**config.mk**
```make
export PLATFORM = sky130hd
export DESIGN_NAME = kncs_cell
export DESIGN_NICKNAME = d
export VERILOG_FILES = /design/src/design/kncs_pkg.sv /design/src/design/kncs_cell.sv
export SDC_FILE = /design/constraint.sdc
export NUM_CORES = 1
export LEC_CHECK = 0
export BUFFER_PORTS_ARGS = -buffer_cell sky130_fd_sc_hd__buf_2
export CAP_MARGIN = 20
export CORE_AREA = 2 2 103 105
export CTS_CLUSTER_SIZE = 20
export DETAILED_ROUTE_END_ITERATION = 8
export DIE_AREA = 0 0 105 107
export PLACE_DENSITY_LB_ADDON = 0.05
export SYNTH_ARGS = -nofsm -noshare
export SYNTH_HDL_FRONTEND = slang
export SYNTH_SLANG_ARGS = --single-unit
```
**constraint.sdc**
```tcl
create_clock -name clk -period 10.75 [get_ports clk]
set_input_delay 0.5375 -clock clk [delete_from_list [all_inputs] [get_ports clk]]
set_output_delay 0.5375 -clock clk [all_outputs]
set_load 0.005 [all_outputs]
```
**src/design/kncs_pkg.sv**
```systemverilog
// Package for the k-nearest candidate selector.
// Request and register codes, cell operations and the cell control struct.
// No dependencies.
`default_nettype none

package kncs_pkg;

  // Default sizes handed to the top level
  localparam int MAX_K_DEF     = 64;
  localparam int DIST_BITS_DEF = 32;
  localparam int ID_BITS_DEF   = 32;

  // Fixed widths of the item fields and registers
  localparam int REQ_W      = 2;
  localparam int CFG_DATA_W = 32;
  localparam int CFG_IDX_W  = 1;
  localparam int K_REG_W    = 7;
  localparam int FOUND_W    = 7;

  localparam logic [K_REG_W-1:0]    K_RESET      = 7'd50;
  localparam logic [CFG_DATA_W-1:0] RADIUS_RESET = 32'hFFFF_FFFF;

  // Request codes
  localparam logic [REQ_W-1:0] REQ_START = 2'd0;
  localparam logic [REQ_W-1:0] REQ_OFFER = 2'd1;
  localparam logic [REQ_W-1:0] REQ_DRAIN = 2'd2;

  // Register indexes
  localparam logic [CFG_IDX_W-1:0] CFG_IDX_RADIUS = 1'd0;
  localparam logic [CFG_IDX_W-1:0] CFG_IDX_K      = 1'd1;

  // What every cell of the chain does in a cycle
  typedef enum logic [1:0] {
    CELL_HOLD     = 2'd0,
    CELL_INS_OPEN = 2'd1,  // insert, store not full: nearer entries move up
    CELL_INS_FULL = 2'd2,  // insert, store full: farthest entry falls out
    CELL_ROTATE   = 2'd3   // whole chain moves up by one, last wraps to first
  } cell_op_t;

  typedef struct packed {
    cell_op_t op;
    logic     occupied;  // cell holds a kept entry
  } cell_ctl_t;

endpackage

`default_nettype wire

```
**src/design/kncs_cell.sv**
```systemverilog
// One cell of the sorted candidate chain: holds one entry, farthest at cell 0.
// Compares the broadcast candidate and moves data to and from its neighbors.
// Depends on kncs_pkg.
`default_nettype none

module kncs_cell import kncs_pkg::*; #(
  parameter int DIST_BITS = DIST_BITS_DEF,
  parameter int ID_BITS   = ID_BITS_DEF,
  parameter bit IS_FIRST  = 1'b0
) (
  input  wire logic                 clk,
  input  wire cell_ctl_t            ctl,
  input  wire logic [DIST_BITS-1:0] cand_dist,
  input  wire logic [ID_BITS-1:0]   cand_id,
  input  wire logic [DIST_BITS-1:0] left_dist,
  input  wire logic [ID_BITS-1:0]   left_id,
  input  wire logic                 left_far,
  input  wire logic [DIST_BITS-1:0] right_dist,
  input  wire logic [ID_BITS-1:0]   right_id,
  input  wire logic                 right_far,
  output logic [DIST_BITS-1:0]      entry_dist,
  output logic [ID_BITS-1:0]        id,
  output logic                      far
);

  logic [DIST_BITS-1:0] dist_r, dist_nxt;
  logic [ID_BITS-1:0]   id_r, id_nxt;

  // Kept entry orders after the candidate (distance, then identifier)
  assign far = ctl.occupied &&
               ((dist_r > cand_dist) || ((dist_r == cand_dist) && (id_r > cand_id)));

  always_comb begin
    dist_nxt = dist_r;
    id_nxt   = id_r;
    case (ctl.op)
      CELL_INS_OPEN: begin
        if (!far) begin
          if (left_far || IS_FIRST) begin
            dist_nxt = cand_dist;
            id_nxt   = cand_id;
          end else begin
            dist_nxt = left_dist;
            id_nxt   = left_id;
          end
        end
      end
      CELL_INS_FULL: begin
        if (right_far) begin
          dist_nxt = right_dist;
          id_nxt   = right_id;
        end else if (far || IS_FIRST) begin
          dist_nxt = cand_dist;
          id_nxt   = cand_id;
        end
      end
      CELL_ROTATE: begin
        dist_nxt = left_dist;
        id_nxt   = left_id;
      end
      default: begin
        dist_nxt = dist_r;
        id_nxt   = id_r;
      end
    endcase
  end

  always_ff @(posedge clk) begin
    dist_r <= dist_nxt;
    id_r   <= id_nxt;
  end

  assign entry_dist = dist_r;
  assign id         = id_r;

endmodule

`default_nettype wire

```
**Word-level counts from Yosys, hierarchy flattened**

Index checks and enable logic that the tools add are counted.

- Register bits: 64
- Input bits: 198
- Output and inout bits: 65
- Logic and storage cells: 25

- Magnitude comparators: 2
- Equal/unequal tests: 6
- Multiplexer cells: 10
- Reduce and logical (&&, ||, !) cells: 5

Operators with widths:

| cell | number |
|---|---|
| $mux 32 | 8 |
| $pmux 32 s3 | 2 |
| $gt 32x32->1 | 2 |
| $eq 32x32->1 | 1 |
| $eq 2x2->1 const B | 2 |
| $ne 3x3->1 const B | 1 |
| $reduce_and 3->1 | 1 |
| $reduce_bool 3->1 | 1 |
| $eq 2x1->1 const B | 1 |
| $logic_and 1x1->1 | 2 |
| $ne 2x2->1 const B | 1 |
| $logic_or 1x1->1 | 1 |

**Depth between registers and ports, before layout**

Gate-level depths: netlist (run 1).

- Depth after elaboration: 7
- Mapped depth: 9
- Depth with buffers taken out: 9

**Worst setup path after synthesis (run 1)**

Ideal clock, no wire load.

- Kind: in2reg
- Start: input port cand_dist[29]
- End: register dist_r[0] (netlist: entry_dist[0]), enable pin
- Setup time: 439 ps
- Arrival: 4120 ps
- Data required time: 10311 ps
- Path slack: 6192 ps
- Stages on the path: 9
- Buffers on the path: 0
- Cell sequence: inv_1 -> ha_1 -> nand4_1 -> or4_4 -> nand2b_4 -> or4_4 -> o31ai_2 -> nor2_1 -> o2bb2ai_2

- Longest elaborated chain between the ends: 6
- Elaborated cells between the ends (all ways): 8
- Those cells by class: order compare: 1; eq/ne: 3; reduce/logical: 4

Ends and longest elaborated chain:

| element | line | RTL |
|---|---|---|
| from (decl) | kncs_cell.sv:13 | `input wire logic [DIST_BITS-1:0] cand_dist,` |
| parallel branches: the longest is 2 deep, another holds $gt 32x32->1 | - |  |
| $logic_or 1x1->1 (*) | kncs_cell.sv:31 | `((dist_r > cand_dist) \|\| ((dist_r == cand_dist) && (id_r > cand_id)));` |
| $logic_and 1x1->1 (*) | kncs_cell.sv:30 | `assign far = ctl.occupied &&` |
| net far | kncs_cell.sv:23 | `output logic far` |
| $ne 3x3->1 (no source line) or $ne 2x2->1 (tied branches) | - |  |
| $reduce_and 3->1 (no source line) (*) | - |  |
| to (signal assigned) | kncs_cell.sv:69 | `dist_r <= dist_nxt;` |
| to (decl) | kncs_cell.sv:26 | `logic [DIST_BITS-1:0] dist_r, dist_nxt;` |

Mark *: on every way through the listed nets, which the timed path passes.
A chain may end at the register's enable or synchronous reset.

**Worst setup path after layout (run 1)**

- Start: register dist_r[25] (netlist: entry_dist[25])
- End: register id_r[18] (netlist: id[18]), enable pin

- Longest elaborated chain between the ends: 6
- Elaborated cells between the ends (all ways): 8
- Those cells by class: order compare: 1; eq/ne: 3; reduce/logical: 4

Ends and longest elaborated chain:

| element | line | RTL |
|---|---|---|
| parallel branches: the longest is 2 deep, another holds $gt 32x32->1 | - |  |
| $logic_or 1x1->1 (*) | kncs_cell.sv:31 |  |
| $logic_and 1x1->1 (*) | kncs_cell.sv:30 |  |
| $ne 3x3->1 (no source line) or $ne 2x2->1 (tied branches) | - |  |
| $reduce_and 3->1 (no source line) (*) | - |  |
| to (signal assigned) | kncs_cell.sv:70 | `id_r <= id_nxt;` |
| to (decl) | kncs_cell.sv:27 | `logic [ID_BITS-1:0] id_r, id_nxt;` |

Mark *: on every way between the ends.

==> results of run 1 <==
state kept, by name, indices dropped and copies added (netlist names):
register    flops
id             32
entry_dist     32
cell families after synthesis:
kind of cell	after synthesis	share of synthesized area, %
flops	64	41.7
fa+ha+maj	64	17.4
mux	2	0.462
simple gates	55	6.82
compound gates	115	21.2
buf+inv	152	12.4
cells in the final DEF (no fill, tap or decap), types with 2 or more instances in the layout:
| cell type | n |
|---|---|
| a21o_1 | 4 |
| a21oi_1 | 24 |
| a221o_1 | 2 |
| a221oi_1 | 3 |
| a222oi_1 | 63 |
| buf_12 | 2 |
| buf_2 | 262 |
| buf_4 | 2 |
| clkbuf_8 | 9 |
| clkinv_4 | 2 |
| clkinvlp_4 | 3 |
| edfxtp_1 | 64 |
| ha_1 | 64 |
| inv_1 | 131 |
| nand2_1 | 15 |
| nand3_1 | 6 |
| nand4_1 | 15 |
| nor2_1 | 6 |
| nor2b_1 | 2 |
| nor3_1 | 3 |
| o211ai_1 | 3 |
| o21ai_0 | 4 |
| o21ai_1 | 2 |
| or4_4 | 2 |
final cells by class:
type | count | area share [%]
Clock inverter | 7 | 0.779
Tap cell | 136 | 2.72
Inverter | 131 | 7.85
Timing Repair Buffer | 266 | 21.8
Sequential cell | 64 | 30.7
Clock buffer | 9 | 1.98
Multi-Input combinational cell | 236 | 34.2
worst max path at each step:
stage / start / end
final: entry_dist[25]$_DFFE_PP_ / id[18]$_DFFE_PP_
after global routing: entry_dist[25]$_DFFE_PP_ / id[18]$_DFFE_PP_
after CTS: entry_dist[25]$_DFFE_PP_ / id[18]$_DFFE_PP_
after detailed placement: cand_dist[27] / id[27]$_DFFE_PP_
after global placement: cand_dist[27] / id[11]$_DFFE_PP_
after floorplan: cand_dist[29] / entry_dist[0]$_DFFE_PP_
layer usage:
metal | GRT usage [%] | up-vias
met5 | 0 | -
met4 | 9.14 | 0
met3 | 5.23 | 21
met2 | 42.8 | 219
met1 | 28.7 | 2145
li1 | - | 2239
through the flow:
stage	hold slack (ns)	cell area [µm²]	util [%]
floorplan	0.732	4610	-
global placement	0.819	6050	59.9
detailed placement	0.826	6050	59.9
CTS	0.455	6220	61.6
global route	0.467	6260	62.0
finish	0.473	6260	62.0
worst min-delay path, cell delays in order:
cell and delay [ns]:
buf_2 0.08, a222oi_1 0.05, inv_1 0.05
power by group:
part	internal, µW	switching (µW)	total [µW]
Combinational	109	125	234
Clock	83.0	99.4	182
Sequential	319	18.5	338
Total	511	243	754
==> flow_metrics.py, run 1 <==
metrics = {
    "status": {
        "status": "completed",
    },
    "power_and_ir_drop": {
        "finalPower_uw": 754,
        "power.leakage_uw": 0.00347,
        "power_density_nw_per_um2": 120,
        "peakVddDrop_v": 0.0000507,
    },
    "yosys": {
        "syn_area_um2": 4610,
        "synth_cell_type_count": 37,
        "yosysSeqAreaShare_pct": 41.7,
        "synth_edf_count": 64,
        "ys_dominant_reg_cell": "edfxtp_1",
        "synthArstFlopShare_pct": 0,
        "ys_ff_latch": 64,
        "synthTopCellsByArea": "edfxtp_1, ha_1, a222oi_1",
        "syn_area_per_cell_um2": 10.2,
        "syn_inst": 452,
        "syn_nets": 714,
        "synth.top_cell.area_share_pct": 41.7,
        "synth-warning-count": 0,
        "synth_top_area_cell": "edfxtp_1",
        "yosysMostFrequentCell": "inv_1",
        "synthTopCellsByCount": "inv_1, edfxtp_1, ha_1, a222oi_1, a21oi_1",
    },
    "timing": {
        "fin_crit_sh_pct": 35.9,
        "worst_pin_slew_ns": 0.880,
        "setup_violations": 0,
        "tns_ns": 0,
        "rsz0062_at_grt": "no",
        "hold_viol_final": 0,
        "drv_slew": 0,
        "fin_ws_ns": 6.89,
        "slew_headroom_pct": 41.1,
        "clock_skew_ns": 0.0134,
        "fmax_ghz": 0.259,
        "min_period_ns": 3.86,
    },
    "grt": {
        "grt_start_max_net_pins": 65,
        "antenna_found_initial": 0,
        "gr-usage-all-layers_pct": 24.1,
        "grt_pass1_wl_mm": 21.6,
        "grt_pass1_vias": 4725,
        "overflow": 0,
    },
    "drt": {
        "wire_per_inst_um": 16.3,
        "routed_wl_mm": 13.8,
        "met1Wirelength_mm": 5.50,
        "detail_route.first_pass.iterations": 9,
        "dr_wl_met2_mm": 6.99,
        "drc": 0,
        "drt_iter0_drc": 592,
        "avgViaCountPerCell": 5.45,
        "dr_wl_met3_mm": 1.08,
        "top_layer": "met4",
        "vias": 4624,
        "ant_nets": 0,
    },
    "cells_and_area": {
        "fillers": 921,
        "fin_nets": 970,
        "layoutNonFillerInstCount": 849,
        "regArea_um2": 1920,
        "antenna_cells": 0,
        "synthToLayoutAreaGrowth_pct": 35.9,
        "drive_gt1_share_pct": 40.8,
        "multi_input_area_um2": 2140,
    },
    "die": {
        "fp.dieH_um": 107,
        "start_util_pct": 45.6,
        "rows": 37,
        "pin_count": 263,
        "die_area_um2": 11200,
        "coreArea_um2": 10100,
        "die_x_um": 105,
    },
    "worst_setup_path": {
        "crit_cells": 9,
        "crit_arrival_ns": 3.83,
        "crit_family": "simple AND/OR/NAND/NOR gates",
        "startpoint_type": "flip-flop",
        "cp_common_cell": "or4_4",
        "r2r-end": "id[18]$_DFFE_PP_",
        "crit_fanout": 48,
        "crit_chain": "ha_1 -> nand4_1 -> or4_4 -> nand2b_4 -> or4_4 -> o31ai_2 -> nor2_1 -> o2bb2ai_4 -> buf_4",
        "reg2reg_slack_ns": 6.89,
        "required_ns": 10.72,
        "r2r_start": "entry_dist[25]$_DFFE_PP_",
        "crit_type": "reg2reg",
        "worst-path-buf-inv": 1,
        "slowest_delay_ns": 0.63,
        "crit_slowest_cell": "buf_4",
        "r2r_cells": 9,
        "cp-end-kind": "flip-flop",
    },
    "placement": {
        "gp_congestion": 0.830,
        "port-buffer-count": 262,
        "place_inst": 831,
        "dpl.hpwl_mm": 11.0,
        "place_ws_ns": 6.64,
    },
    "clocking": {
        "postCtsHoldBufs": 0,
        "cts_setup_buffers": 0,
        "ctsResizeCount": 0,
        "numCtsBuffers": 9,
        "cts_num_sinks": 64,
        "clk_latency_ns": 0.35,
        "cts_max_level": 3,
        "cts-root-buf": "clkbuf_8",
        "tritoncts": "built",
        "clk_pin_slew_ns": 0.08,
        "clk_path_buf_depth": 2,
    },
    "hold_path": {
        "whs_path_depth": 3,
        "holdCritPathClass": "in2reg",
        "min_from": "left_id[9]",
        "hold_path_end": "id[9]$_DFFE_PP_",
    },
    "run": {
        "drv_cap": 0,
    },
}
(Power assumes the default switching activity.)
==> inputs of run 2 (changes only) <==
--- a/config.mk
+++ b/config.mk
@@ -7,10 +7,10 @@
 export LEC_CHECK = 0
 export BUFFER_PORTS_ARGS = -buffer_cell sky130_fd_sc_hd__buf_2
 export CAP_MARGIN = 20
-export CORE_AREA = 2 2 103 105
+export CORE_MARGIN = 2
+export CORE_UTILIZATION = 45
 export CTS_CLUSTER_SIZE = 20
 export DETAILED_ROUTE_END_ITERATION = 8
-export DIE_AREA = 0 0 105 107
 export PLACE_DENSITY_LB_ADDON = 0.05
 export SYNTH_ARGS = -nofsm -noshare
 export SYNTH_HDL_FRONTEND = slang
==> constraint.sdc (replaced) <==
create_clock -name clk -period 3.7 [get_ports clk]
set_input_delay 0.185 -clock clk [delete_from_list [all_inputs] [get_ports clk]]
set_output_delay 0.185 -clock clk [all_outputs]
set_load 0.005 [all_outputs]
==> run 2 against run 1 <==
Die area is 1.6% lower. Final area is 0.36% lower. Register-to-register slack worse by 6.5 ns. Critical path type unchanged. Largest cell class unchanged. Largest power group unchanged.
==> flow_metrics.py, run 2 (synthesis gave the netlist of run 1 again) <==
metrics = {
    "clocking": {
        "clk_latency_ns": 0.35,
        "cts_max_level": 3,
        "cts_num_sinks": 64,
        "cts_setup_buffers": 0,
        "ctsResizeCount": 0,
        "tritoncts": "built",
        "clk_path_buf_depth": 2,
        "numCtsBuffers": 9,
        "clk_pin_slew_ns": 0.07,
        "cts-root-buf": "clkbuf_8",
        "postCtsHoldBufs": 0,
    },
    "timing": {
        "min_period_ns": 3.28,
        "clock_skew_ns": 0.00998,
        "fmax_ghz": 0.305,
        "fin_crit_sh_pct": 88.5,
        "fin_ws_ns": 0.424,
        "hold_viol_final": 0,
        "setup_violations": 0,
        "slew_headroom_pct": 60.4,
        "tns_ns": 0,
        "whs_ns": 0.115,
        "worst_pin_slew_ns": 0.591,
        "rsz0062_at_grt": "no",
        "drv_slew": 0,
    },
    "drt": {
        "ant_nets": 0,
        "vias": 4565,
        "wire_per_inst_um": 16.2,
        "drc": 0,
        "routed_wl_mm": 13.7,
        "detail_route.first_pass.iterations": 9,
        "avgViaCountPerCell": 5.40,
        "drt_iter0_drc": 490,
    },
    "die": {
        "die_x_um": 105,
        "fp.dieH_um": 105,
        "start_util_pct": 46.7,
        "coreArea_um2": 9860,
        "die_area_um2": 11100,
        "rows": 36,
        "pin_count": 263,
    },
    "worst_setup_path": {
        "required_ns": 3.70,
        "crit_type": "reg2reg",
        "crit_slowest_cell": "or4_4",
        "cp-end-kind": "flip-flop",
        "slowest_delay_ns": 0.60,
        "crit_fanout": 28,
        "crit_arrival_ns": 3.28,
        "cp_common_cell": "or4_4",
        "crit_family": "simple AND/OR/NAND/NOR gates",
        "startpoint_type": "flip-flop",
        "worst-path-buf-inv": 1,
        "crit_chain": "ha_1 -> nand4_1 -> or4_4 -> nand2b_4 -> or4_4 -> o31ai_2 -> nor2_1 -> o2bb2ai_4 -> buf_4",
    },
    "power_and_ir_drop": {
        "power.leakage_uw": 0.00347,
        "power_density_nw_per_um2": 346,
        "peakVddDrop_v": 0.000227,
    },
    "grt": {
        "antenna_found_initial": 0,
        "grt_pass1_vias": 4661,
        "gr-usage-all-layers_pct": 24.8,
        "grt_start_max_net_pins": 65,
        "overflow": 0,
        "grt_pass1_wl_mm": 21.9,
    },
    "placement": {
        "dpl.hpwl_mm": 10.8,
        "port-buffer-count": 262,
        "place_inst": 830,
        "place_ws_ns": 0.431,
        "gp_congestion": 0.845,
    },
    "cells_and_area": {
        "final_common_cell": "buf_2",
        "most-common-layout-cells": "buf_2, inv_1, ha_1, edfxtp_1, a222oi_1",
        "synthToLayoutAreaGrowth_pct": 35.5,
        "antenna_cells": 0,
        "fin_nets": 971,
        "layoutNonFillerInstCount": 846,
        "drive_gt1_share_pct": 40.1,
    },
    "run": {
        "drv_cap": 0,
    },
    "status": {
        "status": "completed",
    },
    "hold_path": {
        "holdCritPathClass": "in2reg",
    },
}
run 2: changes by cell type in the layout (fill, tap and decap cells not counted), sizes merged:
cell,change
clkbuf,+4
buf,+1
clkinvlp,-3
clkinv,-2
run 2: metrics by stage:
step	util, %	total power [µW]	instance area [µm²]
floorplan	-	1340	4620
global placement	61.6	1650	6070
detailed placement	61.6	1670	6070
CTS	63.0	2180	6220
global route	63.2	2300	6240
finish	63.2	2160	6240
run 2: power breakdown:
part / internal [µW] / switching (µW)
clock network: 236 / 266
registers: 927 / 49.7
logic: 318 / 360
run 2: layout make-up:
class / instances / area [µm²]
inverter: 131 / 492
sequential: 64 / 1920
clock inverter: 2 / 7.51
tap: 133 / 166
clock buffer: 13 / 139
timing repair buffer: 267 / 1370
fill: 851 / 3630
multi-input combinational: 236 / 2140
run 2: per-layer routing:
metal,track usage (%),wire (µm)
met1,29.0,5400
met2,44.4,6830
met3,4.37,1110
met4,10.8,383
met5,0,0
run 2: worst register-to-register path, cell delays in order, from the launching register on:
cell and delay (ns):
edfxtp_1 0.39, ha_1 0.32, nand4_1 0.16, or4_4 0.60
nand2b_4 0.18, or4_4 0.54, o31ai_2 0.09, nor2_1 0.11
o2bb2ai_4 0.17, buf_4 0.38
run 2: final timing paths:
| check | start | to | slack, ns | depth (start not counted) |
|---|---|---|---|---|
| worst max-delay path | entry_dist[31]$_DFFE_PP_ | entry_dist[5]$_DFFE_PP_ | 0.42 | 9 |
| worst min-delay path | left_id[9] | id[9]$_DFFE_PP_ | 0.12 | 3 |
| worst max register to register | entry_dist[31]$_DFFE_PP_ | entry_dist[5]$_DFFE_PP_ | 0.42 | 9 |
| worst min register to register | entry_dist[31]$_DFFE_PP_ | id[15]$_DFFE_PP_ | 1.39 | 7 |
==> inputs of run 3 (changes only) <==
--- a/config.mk
+++ b/config.mk
@@ -9,9 +9,11 @@
 export CAP_MARGIN = 20
 export CORE_MARGIN = 2
 export CORE_UTILIZATION = 45
+export CTS_CLUSTER_DIAMETER = 100
 export CTS_CLUSTER_SIZE = 20
 export DETAILED_ROUTE_END_ITERATION = 8
 export PLACE_DENSITY_LB_ADDON = 0.05
+export RECOVER_POWER = 100
 export SYNTH_ARGS = -nofsm -noshare
 export SYNTH_HDL_FRONTEND = slang
 export SYNTH_SLANG_ARGS = --single-unit
==> run 3 against run 2 <==
The run now ends with design-rule violations, max-capacitance violations, max-slew violations left. Clock power barely moved. Combinational power fell by 3%. Largest cell class unchanged. Sequential power barely moved. Total power fell by 0.69%. Setup slack got worse by 0.056 ns. Sequential share of layout area rose by 0.45 points.
==> flow_metrics.py, run 3 (synthesis gave the netlist of run 1 again) <==
metrics = {
    "cells_and_area": {
        "synthToLayoutAreaGrowth_pct": 33.5,
        "most-common-layout-cells": "buf_2, inv_1, ha_1, edfxtp_1, a222oi_1",
        "fin_nets": 971,
        "antenna_cells": 0,
        "final_common_cell": "buf_2",
        "fillers": 880,
        "layoutNonFillerInstCount": 846,
        "drive_gt1_share_pct": 32.8,
    },
    "status": {
        "status": "complete, but fails checks",
        "violations": "design-rule violations, max-capacitance violations, max-slew violations",
    },
    "drt": {
        "met1Wirelength_mm": 5.45,
        "vias": 4575,
        "dr_wl_met3_mm": 1.07,
        "drt_iter0_drc": 500,
        "top_layer": "met4",
        "routed_wl_mm": 13.7,
        "drc": 12,
        "dr_wl_met2_mm": 6.84,
        "ant_nets": 0,
        "wire_per_inst_um": 16.2,
        "detail_route.first_pass.iterations": 9,
        "avgViaCountPerCell": 5.41,
    },
    "placement": {
        "place_inst": 830,
        "dpl.hpwl_mm": 10.8,
        "port-buffer-count": 262,
        "gp_congestion": 0.845,
    },
    "timing": {
        "fin_crit_sh_pct": 90.1,
        "clock_skew_ns": 0.00813,
        "hold_viol_final": 0,
        "slew_headroom_pct": -51.0,
        "min_period_ns": 3.33,
        "setup_violations": 0,
        "worst_pin_slew_ns": 2.27,
        "fmax_ghz": 0.300,
        "drv_slew": 88,
        "whs_ns": 0.117,
        "rsz0062_at_grt": "no",
        "tns_ns": 0,
    },
    "worst_setup_path": {
        "crit_chain": "ha_1 -> nand4_1 -> or4_1 -> nand2b_4 -> or4_1 -> o31ai_1 -> nor2_1 -> o2bb2ai_4 -> buf_4",
        "cp_common_cell": "or4_1",
        "crit_family": "simple AND/OR/NAND/NOR gates",
        "required_ns": 3.70,
        "slowest_delay_ns": 0.62,
        "worst-path-buf-inv": 1,
        "cp-end-kind": "flip-flop",
        "crit_fanout": 28,
        "startpoint_type": "flip-flop",
        "crit_type": "reg2reg",
        "crit_arrival_ns": 3.34,
        "crit_slowest_cell": "or4_1",
    },
    "die": {
        "fp.dieH_um": 105,
        "coreArea_um2": 9860,
        "die_area_um2": 11100,
        "pin_count": 263,
        "start_util_pct": 46.7,
        "rows": 36,
        "die_x_um": 105,
    },
    "clocking": {
        "cts_setup_buffers": 0,
        "clk_pin_slew_ns": 0.07,
        "cts_num_sinks": 64,
        "tritoncts": "built",
        "clk_path_buf_depth": 2,
        "postCtsHoldBufs": 0,
        "clk_latency_ns": 0.35,
        "cts-root-buf": "clkbuf_8",
        "numCtsBuffers": 9,
        "ctsResizeCount": 0,
        "cts_max_level": 3,
    },
    "power_and_ir_drop": {
        "power_density_nw_per_um2": 349,
        "peakVddDrop_v": 0.000224,
        "finalPower_uw": 2140,
        "power.leakage_uw": 0.00332,
    },
    "grt": {
        "grt_start_max_net_pins": 65,
        "overflow": 0,
        "grt_pass1_wl_mm": 21.9,
        "grt_pass1_vias": 4661,
        "antenna_found_initial": 0,
        "gr-usage-all-layers_pct": 24.8,
    },
    "hold_path": {
        "holdCritPathClass": "in2reg",
    },
    "run": {
        "drv_cap": 2,
    },
}
run 3: stage by stage:
stage	cell area, µm²	util [%]	setup slack [ns]
after global routing	6150	62.3	0.166
after global placement	6070	61.6	0.549
after CTS	6220	63.0	0.417
after floorplan	4620	-	0.0344
after detailed placement	6070	61.6	0.431
final	6150	62.3	0.368
run 3: cell type report:
class	instances	area [µm²]	share of cell area, %
clock buffers	13	139	2.26
well taps	133	166	2.71
inverters	131	492	8.00
multi-input cells	236	2120	34.6
clock inverters	2	7.51	0.122
flip-flops and latches	64	1920	31.3
repair buffers	267	1300	21.1
run 3: power breakdown:
part | internal [µW] | total [µW] | switching [µW]
logic | 300 | 659 | 359
registers | 928 | 980 | 52.0
clock network | 236 | 504 | 267
total | 1460 | 2140 | 678
run 3: path summary, 6_finish.rpt:
check        cells after the start                       to  slack [ns]                startpoint
min                              3          id[9]$_DFFE_PP_        0.12                left_id[9]
min reg2reg                      7         id[15]$_DFFE_PP_        1.40  entry_dist[31]$_DFFE_PP_
max                              9  entry_dist[5]$_DFFE_PP_        0.37  entry_dist[31]$_DFFE_PP_
max reg2reg                      9  entry_dist[5]$_DFFE_PP_        0.37  entry_dist[31]$_DFFE_PP_
run 3: worst min-delay path, stage by stage:
cell,delay [ns]
buf_2,0.07
a222oi_1,0.05
inv_1,0.05
run 3: routing by layer:
metal / vias up / global-route usage, %
li1: 2234 / -
met1: 2098 / 29.0
met2: 219 / 44.4
met3: 24 / 4.37
met4: 0 / 10.8
met5: - / 0
